File: src/hw/rtl/lcd4seq_pkg.sv
// Shared job descriptor types for the LCD 4-bit bus sequencer.
`default_nettype none

package lcd4seq_pkg;

    // Kinds of bus work that the front hands to the back
    typedef enum logic [1:0] {
        JOB_INIT  = 2'd0,  // power-on nibble sequence followed by a status read
        JOB_READ  = 2'd1,  // single status nibble read
        JOB_WRITE = 2'd2   // byte as two nibbles, optionally followed by a status read
    } t_job_kind;

    typedef struct packed {
        t_job_kind   kind;
        logic [7:0]  byte_value;
        logic        reg_select;
        logic        chain;       // write job: a further byte follows, so poll again
    } t_job;

    // Op index of the final bus operation of each job kind
    localparam logic [2:0] INIT_LAST_IDX  = 3'd7;
    localparam logic [2:0] WRITE_LAST_IDX = 3'd1;
    localparam logic [2:0] CHAIN_LAST_IDX = 3'd2;
    localparam logic [2:0] READ_LAST_IDX  = 3'd0;

endpackage

`default_nettype wire

File: src/hw/rtl/lcd4seq_front.sv
// Request front end: tracks the busy poll and turns requests into bus jobs.
`default_nettype none

module lcd4seq_front (
    input  wire logic               i_clk,
    input  wire logic               i_rst_n,
    input  wire logic               i_valid,
    input  wire logic [2:0]         i_cmd,
    input  wire logic [7:0]         i_byte_value,
    input  wire logic [5:0]         i_cursor_column,
    input  wire logic               i_cursor_row,
    input  wire logic [3:0]         i_status_nibble,
    input  wire logic               i_q_full,
    output logic                    o_stall,
    output logic                    o_push,
    output lcd4seq_pkg::t_job       o_job
);

    localparam logic [2:0] CMD_INIT     = 3'd0;
    localparam logic [2:0] CMD_WR_CMD   = 3'd1;
    localparam logic [2:0] CMD_WR_DATA  = 3'd2;
    localparam logic [2:0] CMD_CURSOR   = 3'd3;
    localparam logic [2:0] CMD_CLEAR    = 3'd4;
    localparam logic [2:0] CMD_STATUS   = 3'd5;

    localparam logic [2:0] STEP_NONE    = 3'd0;
    localparam logic [2:0] STEP_FUNC    = 3'd1;
    localparam logic [2:0] STEP_CLEAR   = 3'd5;

    localparam logic [7:0] BYTE_FUNC_SET = 8'h28;
    localparam logic [7:0] BYTE_CLEAR    = 8'h01;
    localparam logic [7:0] BYTE_DDRAM    = 8'h80;

    typedef enum logic [1:0] {
        PH_IDLE      = 2'd0,
        PH_WAIT_HIGH = 2'd1,
        PH_WAIT_LOW  = 2'd2
    } t_phase;

    // Byte sent at each position of a multi-byte sequence
    function automatic logic [7:0] seq_byte(input logic [2:0] step);
        logic [7:0] b;
        case (step)
            3'd1:    b = 8'h28;
            3'd2:    b = 8'h0C;
            3'd3:    b = 8'h06;
            3'd4:    b = 8'h80;
            3'd5:    b = 8'h01;
            3'd6:    b = 8'h80;
            default: b = 8'h00;
        endcase
        return b;
    endfunction

    // Position that follows; zero ends the sequence
    function automatic logic [2:0] seq_next(input logic [2:0] step);
        logic [2:0] s;
        case (step)
            3'd1:    s = 3'd2;
            3'd2:    s = 3'd3;
            3'd3:    s = 3'd4;
            3'd5:    s = 3'd6;
            default: s = STEP_NONE;
        endcase
        return s;
    endfunction

    t_phase      r_phase, n_phase;
    logic [7:0]  r_pending_byte, n_pending_byte;
    logic        r_pending_select, n_pending_select;
    logic        r_busy_seen, n_busy_seen;
    logic [2:0]  r_step, n_step;
    logic        accept;
    logic [2:0]  nx;

    assign o_stall = i_q_full;
    assign accept  = i_valid && !i_q_full;

    always_comb begin
        n_phase          = r_phase;
        n_pending_byte   = r_pending_byte;
        n_pending_select = r_pending_select;
        n_busy_seen      = r_busy_seen;
        n_step           = r_step;
        nx               = seq_next(r_step);
        o_push           = 1'b0;
        o_job.kind       = lcd4seq_pkg::JOB_READ;
        o_job.byte_value = r_pending_byte;
        o_job.reg_select = r_pending_select;
        o_job.chain      = 1'b0;

        if (accept) begin
            if (i_cmd == CMD_STATUS) begin
                case (r_phase)
                    PH_WAIT_HIGH: begin
                        // keep the busy flag, read the low nibble next
                        n_busy_seen = i_status_nibble[3];
                        n_phase     = PH_WAIT_LOW;
                        o_push      = 1'b1;
                    end
                    PH_WAIT_LOW: begin
                        o_push = 1'b1;
                        if (r_busy_seen) begin
                            n_busy_seen = 1'b0;
                            n_phase     = PH_WAIT_HIGH;
                        end else begin
                            o_job.kind  = lcd4seq_pkg::JOB_WRITE;
                            o_job.chain = (nx != STEP_NONE);
                            n_busy_seen = 1'b0;
                            if (nx != STEP_NONE) begin
                                n_pending_byte   = seq_byte(nx);
                                n_pending_select = 1'b0;
                                n_step           = nx;
                                n_phase          = PH_WAIT_HIGH;
                            end else begin
                                n_step  = STEP_NONE;
                                n_phase = PH_IDLE;
                            end
                        end
                    end
                    default: begin
                        // drop stray answers while idle
                    end
                endcase
            end else if (r_phase == PH_IDLE && i_cmd <= CMD_CLEAR) begin
                o_push           = 1'b1;
                n_busy_seen      = 1'b0;
                n_phase          = PH_WAIT_HIGH;
                n_pending_select = 1'b0;
                n_step           = STEP_NONE;
                case (i_cmd)
                    CMD_INIT: begin
                        o_job.kind     = lcd4seq_pkg::JOB_INIT;
                        n_pending_byte = BYTE_FUNC_SET;
                        n_step         = STEP_FUNC;
                    end
                    CMD_WR_CMD: begin
                        n_pending_byte = i_byte_value;
                    end
                    CMD_WR_DATA: begin
                        n_pending_byte   = i_byte_value;
                        n_pending_select = 1'b1;
                    end
                    CMD_CURSOR: begin
                        n_pending_byte = BYTE_DDRAM | {1'b0, i_cursor_row, i_cursor_column};
                    end
                    default: begin
                        n_pending_byte = BYTE_CLEAR;
                        n_step         = STEP_CLEAR;
                    end
                endcase
            end
        end
    end

    always_ff @(posedge i_clk) begin
        if (!i_rst_n) begin
            r_phase          <= PH_IDLE;
            r_pending_byte   <= 8'h00;
            r_pending_select <= 1'b0;
            r_busy_seen      <= 1'b0;
            r_step           <= STEP_NONE;
        end else begin
            r_phase          <= n_phase;
            r_pending_byte   <= n_pending_byte;
            r_pending_select <= n_pending_select;
            r_busy_seen      <= n_busy_seen;
            r_step           <= n_step;
        end
    end

endmodule

`default_nettype wire

File: src/hw/rtl/lcd4seq_queue.sv
// Small job queue between the front end and the bus driver.
`default_nettype none

module lcd4seq_queue #(
    parameter int DEPTH = 4
) (
    input  wire logic               i_clk,
    input  wire logic               i_rst_n,
    input  wire logic               i_push,
    input  wire lcd4seq_pkg::t_job  i_job,
    input  wire logic               i_pop,
    output logic                    o_full,
    output logic                    o_valid,
    output lcd4seq_pkg::t_job       o_job
);

    localparam int PW = $clog2(DEPTH);
    localparam int CW = $clog2(DEPTH + 1);

    lcd4seq_pkg::t_job r_mem [DEPTH];
    logic [PW-1:0]     r_wr, r_rd;
    logic [CW-1:0]     r_count;
    logic              do_push, do_pop;

    assign o_full  = (r_count == CW'(DEPTH));
    assign o_valid = (r_count != '0);
    assign o_job   = r_mem[r_rd];
    assign do_push = i_push && !o_full;
    assign do_pop  = i_pop && o_valid;

    always_ff @(posedge i_clk) begin
        if (!i_rst_n) begin
            r_wr    <= '0;
            r_rd    <= '0;
            r_count <= '0;
        end else begin
            if (do_push) begin
                r_wr <= (r_wr == PW'(DEPTH - 1)) ? '0 : r_wr + 1'b1;
            end
            if (do_pop) begin
                r_rd <= (r_rd == PW'(DEPTH - 1)) ? '0 : r_rd + 1'b1;
            end
            case ({do_push, do_pop})
                2'b10:   r_count <= r_count + 1'b1;
                2'b01:   r_count <= r_count - 1'b1;
                default: r_count <= r_count;
            endcase
        end
    end

    always_ff @(posedge i_clk) begin
        if (do_push) begin
            r_mem[r_wr] <= i_job;
        end
    end

endmodule

`default_nettype wire

File: src/hw/rtl/lcd4seq_back.sv
// Bus driver: expands each queued job into its bus operations.
`default_nettype none

module lcd4seq_back (
    input  wire logic               i_clk,
    input  wire logic               i_rst_n,
    input  wire logic               i_q_valid,
    input  wire lcd4seq_pkg::t_job  i_q_job,
    input  wire logic               i_stall,
    output logic                    o_pop,
    output logic                    o_valid,
    output logic [1:0]              o_bus_op,
    output logic                    o_reg_select,
    output logic [3:0]              o_nibble_out,
    output logic [6:0]              o_pause_units,
    output logic                    o_last
);

    localparam logic [1:0] OP_WRITE    = 2'd0;
    localparam logic [1:0] OP_READ     = 2'd1;
    localparam logic [1:0] OP_PAUSE    = 2'd2;

    localparam logic [6:0] PAUSE_LONG  = 7'd100;
    localparam logic [6:0] PAUSE_SHORT = 7'd10;
    localparam logic [3:0] NIB_WAKE    = 4'h3;
    localparam logic [3:0] NIB_4BIT    = 4'h2;

    logic              r_busy;
    logic [2:0]        r_idx;
    lcd4seq_pkg::t_job r_job;
    logic [2:0]        last_idx;
    logic              out_accept;
    logic              load;

    always_comb begin
        case (r_job.kind)
            lcd4seq_pkg::JOB_INIT:  last_idx = lcd4seq_pkg::INIT_LAST_IDX;
            lcd4seq_pkg::JOB_WRITE: last_idx = r_job.chain ? lcd4seq_pkg::CHAIN_LAST_IDX
                                                           : lcd4seq_pkg::WRITE_LAST_IDX;
            default:                last_idx = lcd4seq_pkg::READ_LAST_IDX;
        endcase
    end

    assign o_valid    = r_busy;
    assign o_last     = (r_idx == last_idx);
    assign out_accept = r_busy && !i_stall;
    assign load       = i_q_valid && (!r_busy || (out_accept && o_last));
    assign o_pop      = load;

    // Decode the current op; reads and pauses carry zero select and nibble
    always_comb begin
        o_bus_op      = OP_READ;
        o_reg_select  = 1'b0;
        o_nibble_out  = 4'h0;
        o_pause_units = 7'd0;
        case (r_job.kind)
            lcd4seq_pkg::JOB_INIT: begin
                case (r_idx)
                    3'd0, 3'd2: begin
                        o_bus_op      = OP_PAUSE;
                        o_pause_units = PAUSE_LONG;
                    end
                    3'd4: begin
                        o_bus_op      = OP_PAUSE;
                        o_pause_units = PAUSE_SHORT;
                    end
                    3'd1, 3'd3, 3'd5: begin
                        o_bus_op     = OP_WRITE;
                        o_nibble_out = NIB_WAKE;
                    end
                    3'd6: begin
                        o_bus_op     = OP_WRITE;
                        o_nibble_out = NIB_4BIT;
                    end
                    default: begin
                        o_bus_op = OP_READ;
                    end
                endcase
            end
            lcd4seq_pkg::JOB_WRITE: begin
                case (r_idx)
                    3'd0: begin
                        o_bus_op     = OP_WRITE;
                        o_reg_select = r_job.reg_select;
                        o_nibble_out = r_job.byte_value[7:4];
                    end
                    3'd1: begin
                        o_bus_op     = OP_WRITE;
                        o_reg_select = r_job.reg_select;
                        o_nibble_out = r_job.byte_value[3:0];
                    end
                    default: begin
                        o_bus_op = OP_READ;
                    end
                endcase
            end
            default: begin
                o_bus_op = OP_READ;
            end
        endcase
    end

    always_ff @(posedge i_clk) begin
        if (!i_rst_n) begin
            r_busy <= 1'b0;
            r_idx  <= 3'd0;
        end else if (load) begin
            r_busy <= 1'b1;
            r_idx  <= 3'd0;
        end else if (out_accept) begin
            if (o_last) begin
                r_busy <= 1'b0;
            end else begin
                r_idx <= r_idx + 3'd1;
            end
        end
    end

    always_ff @(posedge i_clk) begin
        if (load) begin
            r_job <= i_q_job;
        end
    end

    a_init_ends_in_read: assert property (@(posedge i_clk) disable iff (!i_rst_n)
        (o_valid && r_job.kind == lcd4seq_pkg::JOB_INIT
            && r_idx == lcd4seq_pkg::INIT_LAST_IDX)
        |-> (o_bus_op == OP_READ && o_last))
        else $error("init job does not end in a final status read");

    a_pause_nonzero: assert property (@(posedge i_clk) disable iff (!i_rst_n)
        (o_valid && o_bus_op == OP_PAUSE) |-> (o_pause_units != 7'd0))
        else $error("pause issued with zero length");

    a_job_continues: assert property (@(posedge i_clk) disable iff (!i_rst_n)
        (o_valid && !i_stall && !o_last) |=> o_valid)
        else $error("job dropped before its final operation");

    a_idle_after_last: assert property (@(posedge i_clk) disable iff (!i_rst_n)
        (o_valid && !i_stall && o_last && !i_q_valid) |=> !o_valid)
        else $error("operation issued with no job pending");

endmodule

`default_nettype wire

File: src/hw/rtl/char_lcd_4bit_bus_sequencer.sv
// Top level of the 4-bit character LCD bus sequencer.
`default_nettype none

// Drives the 4-bit bus of an HD44780-style character display as a stream of
// bus operations: nibble writes with an enable strobe, status nibble reads and
// timed pauses. Host requests (init, write command, write data, set cursor,
// clear) and status answers from the display arrive on one input channel;
// every bus operation leaves on the output channel, and the final operation
// caused by an input request is flagged with o_last. Before each byte the
// busy flag is polled: the block issues a status read, expects the high and
// low status nibbles back as status answers, and repeats the poll while bit 7
// of the status byte is set; then it writes the byte high nibble first with
// the register select bit. Init emits the power-on nibble sequence and then
// the function set, display on, entry mode and home-address commands, each
// behind its own poll; clear sends command 0x01 followed by address 0,0.
// Requests that arrive while a poll is open, status answers while idle and
// undefined command codes are accepted and dropped without any output.
// Throughput: the front end takes one request every cycle as long as the job
// queue (QUEUE_DEPTH entries) has room; the bus driver issues one operation
// per cycle while the output is not stalled. A request makes one operation
// for a poll step, two or three for a byte write and eight for init. A finished
// job hands over to the next queued job in the same cycle, so the output
// runs without gaps while the queue holds work.

module char_lcd_4bit_bus_sequencer #(
    parameter int QUEUE_DEPTH = 4
) (
    input  wire logic        i_clk,
    input  wire logic        i_rst_n,
    // request channel
    input  wire logic        i_valid,
    output logic             o_stall,
    input  wire logic [2:0]  i_cmd,
    input  wire logic [7:0]  i_byte_value,
    input  wire logic [5:0]  i_cursor_column,
    input  wire logic        i_cursor_row,
    input  wire logic [3:0]  i_status_nibble,
    // bus operation channel
    output logic             o_valid,
    input  wire logic        i_stall,
    output logic [1:0]       o_bus_op,
    output logic             o_reg_select,
    output logic [3:0]       o_nibble_out,
    output logic [6:0]       o_pause_units,
    output logic             o_last
);

    logic              push, pop, q_full, q_valid;
    lcd4seq_pkg::t_job push_job, head_job;

    // Front end: classify each request, advance the poll state, emit a job
    lcd4seq_front u_front (
        .i_clk           (i_clk),
        .i_rst_n         (i_rst_n),
        .i_valid         (i_valid),
        .i_cmd           (i_cmd),
        .i_byte_value    (i_byte_value),
        .i_cursor_column (i_cursor_column),
        .i_cursor_row    (i_cursor_row),
        .i_status_nibble (i_status_nibble),
        .i_q_full        (q_full),
        .o_stall         (o_stall),
        .o_push          (push),
        .o_job           (push_job)
    );

    // Decouple request intake from a stalled bus
    lcd4seq_queue #(
        .DEPTH (QUEUE_DEPTH)
    ) u_queue (
        .i_clk   (i_clk),
        .i_rst_n (i_rst_n),
        .i_push  (push),
        .i_job   (push_job),
        .i_pop   (pop),
        .o_full  (q_full),
        .o_valid (q_valid),
        .o_job   (head_job)
    );

    // Bus driver: walk each job one operation per accepted output
    lcd4seq_back u_back (
        .i_clk         (i_clk),
        .i_rst_n       (i_rst_n),
        .i_q_valid     (q_valid),
        .i_q_job       (head_job),
        .i_stall       (i_stall),
        .o_pop         (pop),
        .o_valid       (o_valid),
        .o_bus_op      (o_bus_op),
        .o_reg_select  (o_reg_select),
        .o_nibble_out  (o_nibble_out),
        .o_pause_units (o_pause_units),
        .o_last        (o_last)
    );

endmodule

`default_nettype wire

File: config.mk
export PLATFORM = sky130hd
export DESIGN_NAME = char_lcd_4bit_bus_sequencer
export DESIGN_NICKNAME = d
export VERILOG_FILES = /design/src/hw/rtl/lcd4seq_pkg.sv /design/src/hw/rtl/lcd4seq_front.sv /design/src/hw/rtl/lcd4seq_queue.sv /design/src/hw/rtl/lcd4seq_back.sv /design/src/hw/rtl/char_lcd_4bit_bus_sequencer.sv
export SDC_FILE = /design/constraint.sdc
export NUM_CORES = 1
export LEC_CHECK = 0
export BUFFER_PORTS_ARGS = -buffer_cell sky130_fd_sc_hd__buf_2
export CAP_MARGIN = 25
export CORE_ASPECT_RATIO = 1.25
export CORE_MARGIN = 2
export CORE_UTILIZATION = 35
export DETAILED_ROUTE_END_ITERATION = 12
export PLACE_DENSITY = 0.51
export SLEW_MARGIN = 30
export SYNTH_ARGS = -nofsm -noshare
export SYNTH_HDL_FRONTEND = slang
export SYNTH_SLANG_ARGS = --single-unit
File: constraint.sdc
create_clock -name i_clk -period 7 [get_ports i_clk]
set_input_delay 0.7 -clock i_clk [delete_from_list [all_inputs] [get_ports i_clk]]
set_output_delay 0.7 -clock i_clk [all_outputs]
set_load 0.05 [all_outputs]
==> results of run 1 <==
layout by cell type, fill, tap and decap left out, types with 7 or more instances in the layout:
| cell type | synthesis | final |
|---|---|---|
| a22oi_1 | 9 | 9 |
| ha_1 | 12 | 12 |
| nor2b_1 | 13 | 13 |
| inv_1 | 12 | 12 |
| clkbuf_16 | 0 | 9 |
| o21ai_0 | 8 | 8 |
| edfxtp_1 | 60 | 60 |
| buf_2 | 6 | 37 |
| mux2i_1 | 13 | 13 |
| and2_1 | 7 | 7 |
| mux4_2 | 12 | 12 |
| dfxtp_1 | 26 | 25 |
| nand2_1 | 12 | 12 |
| nand3_1 | 7 | 7 |
| nor2_1 | 15 | 15 |
cell type report:
type,count,share of cell area
Tap cell,135,0.0373
Inverter,12,0.00996
Timing Repair Buffer,38,0.0426
Multi-Input combinational cell,184,0.337
Sequential cell,86,0.514
Clock inverter,3,0.00443
Clock buffer,13,0.0553
metrics by stage:
stage | utilization | instances
after detailed placement | 0.382 | 455
after CTS | 0.406 | 471
after floorplan | - | 305
after global routing | 0.406 | 471
after global placement | 0.382 | 455
final | 0.406 | 471
worst max-delay path, delay by kind of cell, from the launching register on:
family / cells / cell delay [ps]
simple gates: 2 / 760
compound gates: 4 / 1360
fa+ha+maj: 2 / 510
xor+xnor: 1 / 80
flops: 1 / 510
state kept, by name, indices dropped and copies added, names as in the netlist:
signal / cells
u_queue.r_wr: 2
u_queue.r_rd: 2
u_front.r_pending_byte: 8
u_front.r_pending_select: 1
u_front.r_step: 3
u_back.o_valid: 1
u_front.r_phase: 2
u_queue.r_count: 3
u_queue.r_mem: 48
u_front.r_busy_seen: 1
u_back.r_idx: 3
u_back.r_job: 12
where the power goes:
| part | internal, W | switching [W] | total, W | leakage, nW |
|---|---|---|---|---|
| sequential | 0.000645 | 0.0000688 | 0.000714 | 0.762 |
| combinational | 0.000165 | 0.000257 | 0.000422 | 0.793 |
| clock | 0.000250 | 0.000179 | 0.000429 | 0.126 |
cells by family after synthesis:
logic type | Yosys count | share of synthesized area
compound gates | 54 | 0.100
xor+xnor | 5 | 0.0109
fa+ha+maj | 13 | 0.0424
buf+inv | 35 | 0.0439
flops | 86 | 0.578
mux | 29 | 0.111
other cells | 1 | 0.000933
simple gates | 81 | 0.113
worst paths after layout:
path,to
max,u_queue.r_count[2]
min,u_front.r_phase[0]
max reg2reg,u_queue.r_count[2]
min reg2reg,u_front.r_phase[0]
layer usage:
metal	up-vias	part of all wire	GRT usage
met3	10	0.032	0.0185
met2	50	0.50	0.216
met5	-	0	0
met1	1120	0.44	0.149
met4	0	0.025	0.0719
li1	1179	-	-
==> impl_metrics.ini, run 1 <==
[status]
outcome = completed

[layout]
fill_cells = 1040
register_area_um2 = 2320
fin_nets = 370
area_delta_synth_final_pct = 12.6
design_area_um2 = 4520
drive_gt1_frac = 0.217
diodes = 0
multi_input_area_um2 = 1520

[clock_tree]
clock-root-buffer = clkbuf_16
cts_tree = built
cts-htree-levels = 3
worstSkewPairLatency_ps = 330
clkSinkCount = 86
clk_pin_slew_ps = 60
clockBufferDepth = 2
cts_resized = 0
hold_buffers = 0
cts_setup_buffers = 0
cts_buffers = 9

[worst_setup_path]
r2r_start = u_back.r_job[11]
startpoint_type = flip-flop
startpoint = u_back.r_job[11]
cp_slowest_cell = o21ba_1
path_class = flip-flop to flip-flop
regToRegSetupSlack_ps = 3690
rr_worst_depth = 9
worstPathArrival_ps = 3570
critPathCaptureType = flip-flop
critPathMaxStageDelay_ps = 660
cp_max_fo = 18
cp.required_ps = 7260
crit_chain = or4b_1 -> a211o_1 -> a21oi_2 -> o21ba_1 -> ha_1 -> fa_1 -> xnor2_1 -> or3_1 -> a21boi_0

[timing]
period_share = 0.473
setup_slack_ps = 3690
hold_viol = 0
worst_slew_pin_slew_ps = 790
totalNegativeSetupSlack_ps = 0
fmax_mhz = 302
finClkSkew_ps = 6.14
setup_viol = 0
maxSlewViolCount = 0
timing.final.crit_period_ps = 3310
relSlewSlack = 0.473
holdWs_ps = 499
rsz0062_at_grt = no

[detailed_routing]
initialDrtViolationCount = 49
ant_nets = 0
vias = 2359
dr.pass1.iters = 4
routedWlPerCell_um = 15.0
vias_per_cell = 5.01
drcViolationCount = 0
drt-total-wl_mm = 7.08

[synth]
synth_flop_cell = edfxtp_1
synth_top_area_frac = 0.448
yosys.cell_count.top_type = edfxtp_1
yosysWarningCount = 0
synth_area_leader_cell = edfxtp_1
synth_area_um2 = 4020
synth_commonest_cells = edfxtp_1, dfxtp_1, nor2_1
ys_top_cells_by_area = edfxtp_1, dfxtp_1, mux4_2
synth_cell_type_count = 53
yosysSeqAreaShare = 0.578
async_reset_ff_frac = 0
synth_edf_count = 60
postSynthCellCount = 304
syn_area_per_cell_um2 = 13.2
ys_seq_elements = 86

[placement]
portBuffers = 37
place_ws_ps = 3660
post-dp-hpwl_mm = 4.77
postPlaceCellArea_um2 = 4250
place_congestion = 0.800

[global_route]
grt_pass1_vias = 2340
grt_max_degree = 29
grt_usage = 0.125
antenna_found_initial = 0
grt.overflow.total = 0
grt_pass1_wl_mm = 11.8

[pwr]
power_w = 0.00156
power_leakage_nw = 1.68
ir_worst_vdd_mv = 0.135
powerDensity_nw_per_um2 = 346

[worst_hold_path]
hold_depth = 1
hold_start = u_front.r_phase[0]
hold_path_class = flip-flop to flip-flop

[floorplanning]
core_um2 = 11100
die_h_um = 124
die_area_um2 = 12400
rows = 43
ios = 43
initial_core_util = 0.361
die_x_um = 99.8

[run]
maxCapViolCount = 0
Power figures use the tool's default switching activity.
==> inputs of run 2 (changes only) <==
--- a/config.mk
+++ b/config.mk
@@ -5,6 +5,7 @@
 export SDC_FILE = /design/constraint.sdc
 export NUM_CORES = 1
 export LEC_CHECK = 0
+export ABC_AREA = 1
 export BUFFER_PORTS_ARGS = -buffer_cell sky130_fd_sc_hd__buf_2
 export CAP_MARGIN = 25
 export CORE_ASPECT_RATIO = 1.25
==> constraint.sdc (replaced) <==
create_clock -name i_clk -period 3.3 [get_ports i_clk]
set_input_delay 0.33 -clock i_clk [delete_from_list [all_inputs] [get_ports i_clk]]
set_output_delay 0.33 -clock i_clk [all_outputs]
set_load 0.05 [all_outputs]
==> run 2 against run 1 <==
  * Final area increased by 0.83%
  * Total power increased by 140%
  * Setup slack got worse by 2900 ps
  * Flip-flop and latch count unchanged
  * Combinational power increased to 3.1 times the previous value
  * Global-route usage increased by 1.9 points
  * Core utilization increased by 0.54 points
  * Register-to-register slack got worse by 2900 ps
==> impl_metrics.ini, run 2 <==
[clock_tree]
cts_setup_buffers = 0
clkSinkCount = 86
clockBufferDepth = 2
cts_buffers = 9
cts-htree-levels = 3
clock-root-buffer = clkbuf_16
worstSkewPairLatency_ps = 330
clk_pin_slew_ps = 60
hold_buffers = 0
cts_tree = built
cts_resized = 0

[run]
maxCapViolCount = 0

[placement]
post-dp-hpwl_mm = 5.95
portBuffers = 37
place_congestion = 0.824
postPlaceCellArea_um2 = 4280

[synth]
yosys.cell_count.top_type = edfxtp_1
synth_commonest_cells = edfxtp_1, nor2_1, nand2_1
async_reset_ff_frac = 0
synthSimpleGateAreaFrac = 0.170
synth_area_leader_cell = edfxtp_1
synth_cell_type_count = 35
synth_area_um2 = 3960
yosysWarningCount = 0
synth_adder_area_share = 0.0429
ys_seq_elements = 86
synth_top_family_by_area = simple AND/OR/NAND/NOR gates
syn_area_per_cell_um2 = 9.57
yosysSeqAreaShare = 0.586
ys_top_cells_by_area = edfxtp_1, dfxtp_1, nor2_1
synth_flop_cell = edfxtp_1
synth_edf_count = 60
postSynthCellCount = 414
synth_top_area_frac = 0.455
synthMuxAreaShare = 0
synthXorXnorAreaFrac = 0.00221
synth_compound_area_frac = 0.129

[worst_setup_path]
critPathTopFamily = adder cells
regToRegSetupSlack_ps = 760
path_class = flip-flop to flip-flop
crit_end = u_queue.r_count[2]
cp_num_buf_inv = 2
cp.depth = 15
critPathMaxStageDelay_ps = 530
rr_worst_depth = 15
r2r-end = u_queue.r_count[2]
r2r_start = u_back.r_idx[2]
cp.required_ps = 3520
worstPathArrival_ps = 2760
startpoint_type = flip-flop
startpoint = u_back.r_idx[2]
cp_slowest_cell = dfxtp_1
cp_max_fo = 12
path_common_cell = nand2_1
crit_chain = inv_2 -> nand2_1 -> nand2_1 -> nand2_1 -> nor2_2 -> nand3_1 -> nand2_2 -> nand2_1 -> inv_1 -> ha_1 -> fa_1 -> a21oi_1 -> o21ai_0 -> o21ai_0 -> a21oi_1
critPathCaptureType = flip-flop

[layout]
design_area_um2 = 4560
biggestRegsByFlops = u_queue.r_mem (48), u_back.r_job (12), u_front.r_pending_byte (8)
largest_reg_flops = 48
drive_gt1_frac = 0.179
final_common_cell = edfxtp_1
diodes = 0
fin_nets = 493
layout_common_cells = edfxtp_1, nor2_1, nand2_1, o21ai_0, buf_2
area_delta_synth_final_pct = 15.1
regMostFlops = u_queue.r_mem

[detailed_routing]
vias = 2865
vias_per_cell = 4.82
drcViolationCount = 0
routedWlPerCell_um = 13.5
dr.pass1.iters = 4
initialDrtViolationCount = 69
ant_nets = 0
drt-total-wl_mm = 8.02

[timing]
finClkSkew_ps = 6.36
relSlewSlack = 0.532
worst_slew_pin_slew_ps = 701
timing.final.crit_period_ps = 2540
fmax_mhz = 393
hold_viol = 0
setup_viol = 0
period_share = 0.771
rsz0062_at_grt = no
maxSlewViolCount = 0
totalNegativeSetupSlack_ps = 0

[floorplanning]
die_x_um = 99.2
rows = 43
die_area_um2 = 12200
core_um2 = 11100
ios = 43
initial_core_util = 0.358
die_h_um = 123

[global_route]
grt_pass1_wl_mm = 13.4
grt_usage = 0.144
grt.overflow.total = 0
antenna_found_initial = 0
grt_max_degree = 29
grt_pass1_vias = 2753

[worst_hold_path]
hold_path_class = primary input to flip-flop

[pwr]
powerDensity_nw_per_um2 = 825
ir_worst_vdd_mv = 0.387
power_leakage_nw = 1.84

[status]
outcome = completed
run 2: changes by cell type in the layout (fill, tap and decap cells not counted), sizes merged, moves of 7 or more:
cell	previous run	this run
mux4	12	0
mux2i	13	0
o22ai	1	13
nand2	12	62
a22oi	9	0
nor2b	13	0
and2	7	0
nor2	15	63
nand3	7	21
a21oi	7	27
inv	12	48
o21ai	8	50
run 2: worst register-to-register path: stages, from the launching register on:
cell and delay [ps]:
dfxtp_1 530, inv_2 180, nand2_1 100, nand2_1 50, nand2_1 70, nor2_2 40, nand3_1 90, nand2_2 100
nand2_1 90, inv_1 90, ha_1 250, fa_1 390, a21oi_1 120, o21ai_0 110, o21ai_0 160, a21oi_1 50
run 2: layout make-up:
class | count | area (um^2)
tap | 135 | 169
multi-input combinational | 265 | 1370
fill | 1109 | 6520
sequential | 86 | 2320
clock buffer | 13 | 262
timing repair buffer | 44 | 238
inverter | 48 | 180
clock inverter | 3 | 17.5
run 2: metrics by stage:
stage	total power [W]	hold WS (ps)	util	std cells	setup WS, ps
6_report	0.00376	270	0.411	594	755
5_1_grt	0.00403	292	0.411	594	425
4_1_cts	0.00382	254	0.411	594	743
3_5_place_dp	0.00289	460	0.386	578	751
3_3_place_gp	0.00286	455	0.386	578	794
2_1_floorplan	0.00254	443	-	415	891
run 2: kinds of logic after synthesis:
kind of cell | Yosys count
AND/OR/NAND/NOR | 153
AO/OA/AOI/OAI | 96
flip-flops | 86
buffers and inverters | 64
adder cells (fa/ha/maj) | 13
XOR/XNOR | 1
other | 1
run 2: worst min-delay path by stage:
stage / start / endpoint / slack, ps / depth (start not counted)
6_report: i_status_nibble[3] / u_front.r_busy_seen / 270 / 3
5_1_grt: i_status_nibble[3] / u_front.r_busy_seen / 290 / 3
4_1_cts: i_status_nibble[3] / u_front.r_busy_seen / 250 / 3
3_5_place_dp: u_front.r_busy_seen / u_front.r_busy_seen / 460 / 2
3_3_place_gp: u_front.r_busy_seen / u_front.r_busy_seen / 460 / 2
2_1_floorplan: u_front.r_step[0] / u_front.r_step[0] / 440 / 2
run 2: power by group:
group | internal [W] | switching, W
logic | 0.000374 | 0.000942
registers | 0.00140 | 0.000116
clock network | 0.000553 | 0.000373
run 2: routing by layer:
| metal | track usage | share of wire |
|---|---|---|
| met2 | 0.259 | 0.52 |
| met1 | 0.168 | 0.43 |
| met4 | 0.0651 | 0.018 |
| met5 | 0 | 0 |
| met3 | 0.0254 | 0.037 |
==> inputs of run 3 (changes only) <==
--- a/config.mk
+++ b/config.mk
@@ -12,7 +12,7 @@
 export CORE_MARGIN = 2
 export CORE_UTILIZATION = 35
 export DETAILED_ROUTE_END_ITERATION = 12
-export PLACE_DENSITY = 0.51
+export PLACE_DENSITY = 0.53
 export SLEW_MARGIN = 30
 export SYNTH_ARGS = -nofsm -noshare
 export SYNTH_HDL_FRONTEND = slang
==> constraint.sdc (replaced) <==
create_clock -name i_clk -period 2.1 [get_ports i_clk]
set_input_delay 0.21 -clock i_clk [delete_from_list [all_inputs] [get_ports i_clk]]
set_output_delay 0.21 -clock i_clk [all_outputs]
set_load 0.05 [all_outputs]
==> run 3 against run 2 <==
  * Count of clock-buffer cells in the layout shrank 1
  * Critical path type unchanged
  * Via count grew 0.63%
  * Final cell count grew 2.7%
  * Combinational power grew 78%
  * Critical endpoint unchanged
  * Largest power group unchanged
  * Flip-flop and latch count is the same
  * Routed wire length shrank 4.0%
  * Setup slack lost 740 ps
  * Non-clock buffer count grew 16
  * Register-to-register slack lost 740 ps
  * Fmax grew 22%
  * Clock power grew 76%
  * Critical path depth grew 1
==> impl_metrics.ini, run 3 (same netlist as run 2, synthesis figures left out) <==
[status]
outcome = completed

[global_route]
grt.overflow.total = 0
antenna_found_initial = 0
grt_pass1_wl_mm = 12.6
grt_pass1_vias = 2682
grt_usage = 0.135
grt_max_degree = 25

[pwr]
swShare = 0.365
ir_worst_vdd_mv = 0.579
pwr-share-clk = 0.257
power_leakage_nw = 1.94
intPower_w = 0.00403
power_frac_seq = 0.372
combPwrFrac = 0.371
p_sw_w = 0.00231
powerDensity_nw_per_um2 = 1320

[clock_tree]
clkSinkCount = 86
cts_tree = built
hold_buffers = 0
clock-root-buffer = clkbuf_16
worstSkewPairLatency_ps = 330
cts_buffers = 9
clockBufferDepth = 2
cts-htree-levels = 3
clk_pin_slew_ps = 60

[timing]
setup_viol = 0
fmax_mhz = 480
holdWs_ps = 136
rsz0062_at_grt = yes
timing.final.crit_period_ps = 2080
relSlewSlack = 0.538
period_share = 0.992
hold_viol = 0
worst_slew_pin_slew_ps = 692
setup_slack_ps = 16.0
finClkSkew_ps = 3.52
maxSlewViolCount = 0

[layout]
layout_common_cells = edfxtp_1, nor2_1, nand2_1, inv_1, buf_2
diodes = 0
fin_nets = 509
area_delta_synth_final_pct = 20.9
final_common_cell = edfxtp_1
largest_reg_flops = 48
drive_gt1_frac = 0.225
register_area_um2 = 2320
multi_input_area_um2 = 1410
utilization = 0.432
regMostFlops = u_queue.r_mem
biggestRegsByFlops = u_queue.r_mem (48), u_back.r_job (12), u_front.r_pending_byte (8)
fill_cells = 1095

[worst_setup_path]
cp_max_fo = 5
path_class = flip-flop to flip-flop
cp.required_ps = 2330
startpoint_type = flip-flop
regToRegSetupSlack_ps = 20
worstPathArrival_ps = 2310
critPathCaptureType = flip-flop

[placement]
place_congestion = 0.743
post-dp-hpwl_mm = 5.42
place_ws_ps = 19.2
portBuffers = 37

[floorplanning]
ios = 43
die_h_um = 123
die_x_um = 99.2
rows = 43
core_um2 = 11100
initial_core_util = 0.358
die_area_um2 = 12200

[detailed_routing]
initialDrtViolationCount = 213
drcViolationCount = 0
vias_per_cell = 4.73
vias = 2883
routedWlPerCell_um = 12.6
dr.pass1.iters = 4
ant_nets = 0
drt-total-wl_mm = 7.69

[worst_hold_path]
hold_path_class = primary input to flip-flop

[run]
maxCapViolCount = 0
run 3: worst max-delay path, cell delays in order (launching register included):
cell      delay, ps
edfxtp_1        450
inv_2           110
nand2_2          60
nand2_1          60
nand2_1          40
nand2_1          70
nor2_2           50
nand3_2          60
nand2_2          60
nand2_2          90
inv_4            50
ha_4            150
fa_2            340
a21oi_2         120
o21ai_1          80
o21ai_1         120
a21oi_1          50
run 3: what timing repair did:
item                                    CTS  global route
gates cloned                              0             0
endpoints found under the setup margin    2             4
setup buffers                             1             4
resized for setup                         1             9
pin swaps                                 0             4
run 3: stage by stage:
step	setup TNS [ps]	power [W]	cells	instance area [um^2]
2_1_floorplan	0	0.00405	415	4000
3_5_place_dp	0	0.00464	589	4420
5_1_grt	-283	0.00675	610	4790
6_report	0	0.00635	610	4790
4_1_cts	0	0.00630	606	4740
3_3_place_gp	0	0.00460	589	4420
run 3: metal layers:
metal,global-route usage,up-vias,part of all wire
met3,0.0384,9,0.044
met2,0.242,57,0.52
li1,-,1508,-
met4,0.0591,0,0.019
met1,0.148,1309,0.41
met5,0,-,0
run 3: path summary, 6_finish.rpt:
check	from	to	cells after the start
worst max-delay path	u_back.r_job[10]	u_queue.r_count[2]	16
worst min register to register	u_front.r_busy_seen	u_front.r_busy_seen	2
worst max register to register	u_back.r_job[10]	u_queue.r_count[2]	16
worst min-delay path	i_status_nibble[3]	u_front.r_busy_seen	3
run 3: area by class of cell:
type                       count  area share
sequential                    86       0.485
tap                          135      0.0353
clock inverter                 4      0.0149
clock buffer                  12      0.0494
inverter                      48      0.0381
timing repair buffer          60      0.0836
multi-input combinational    265       0.294
run 3: power by group through the flow:
stage	sequential (W)	clock (W)	combinational [W]
5_1_grt	0.00240	0.00174	0.00262
3_5_place_dp	0.00240	0	0.00224
2_1_floorplan	0.00238	0	0.00167
4_1_cts	0.00236	0.00167	0.00226
3_3_place_gp	0.00239	0	0.00221
6_report	0.00236	0.00163	0.00235
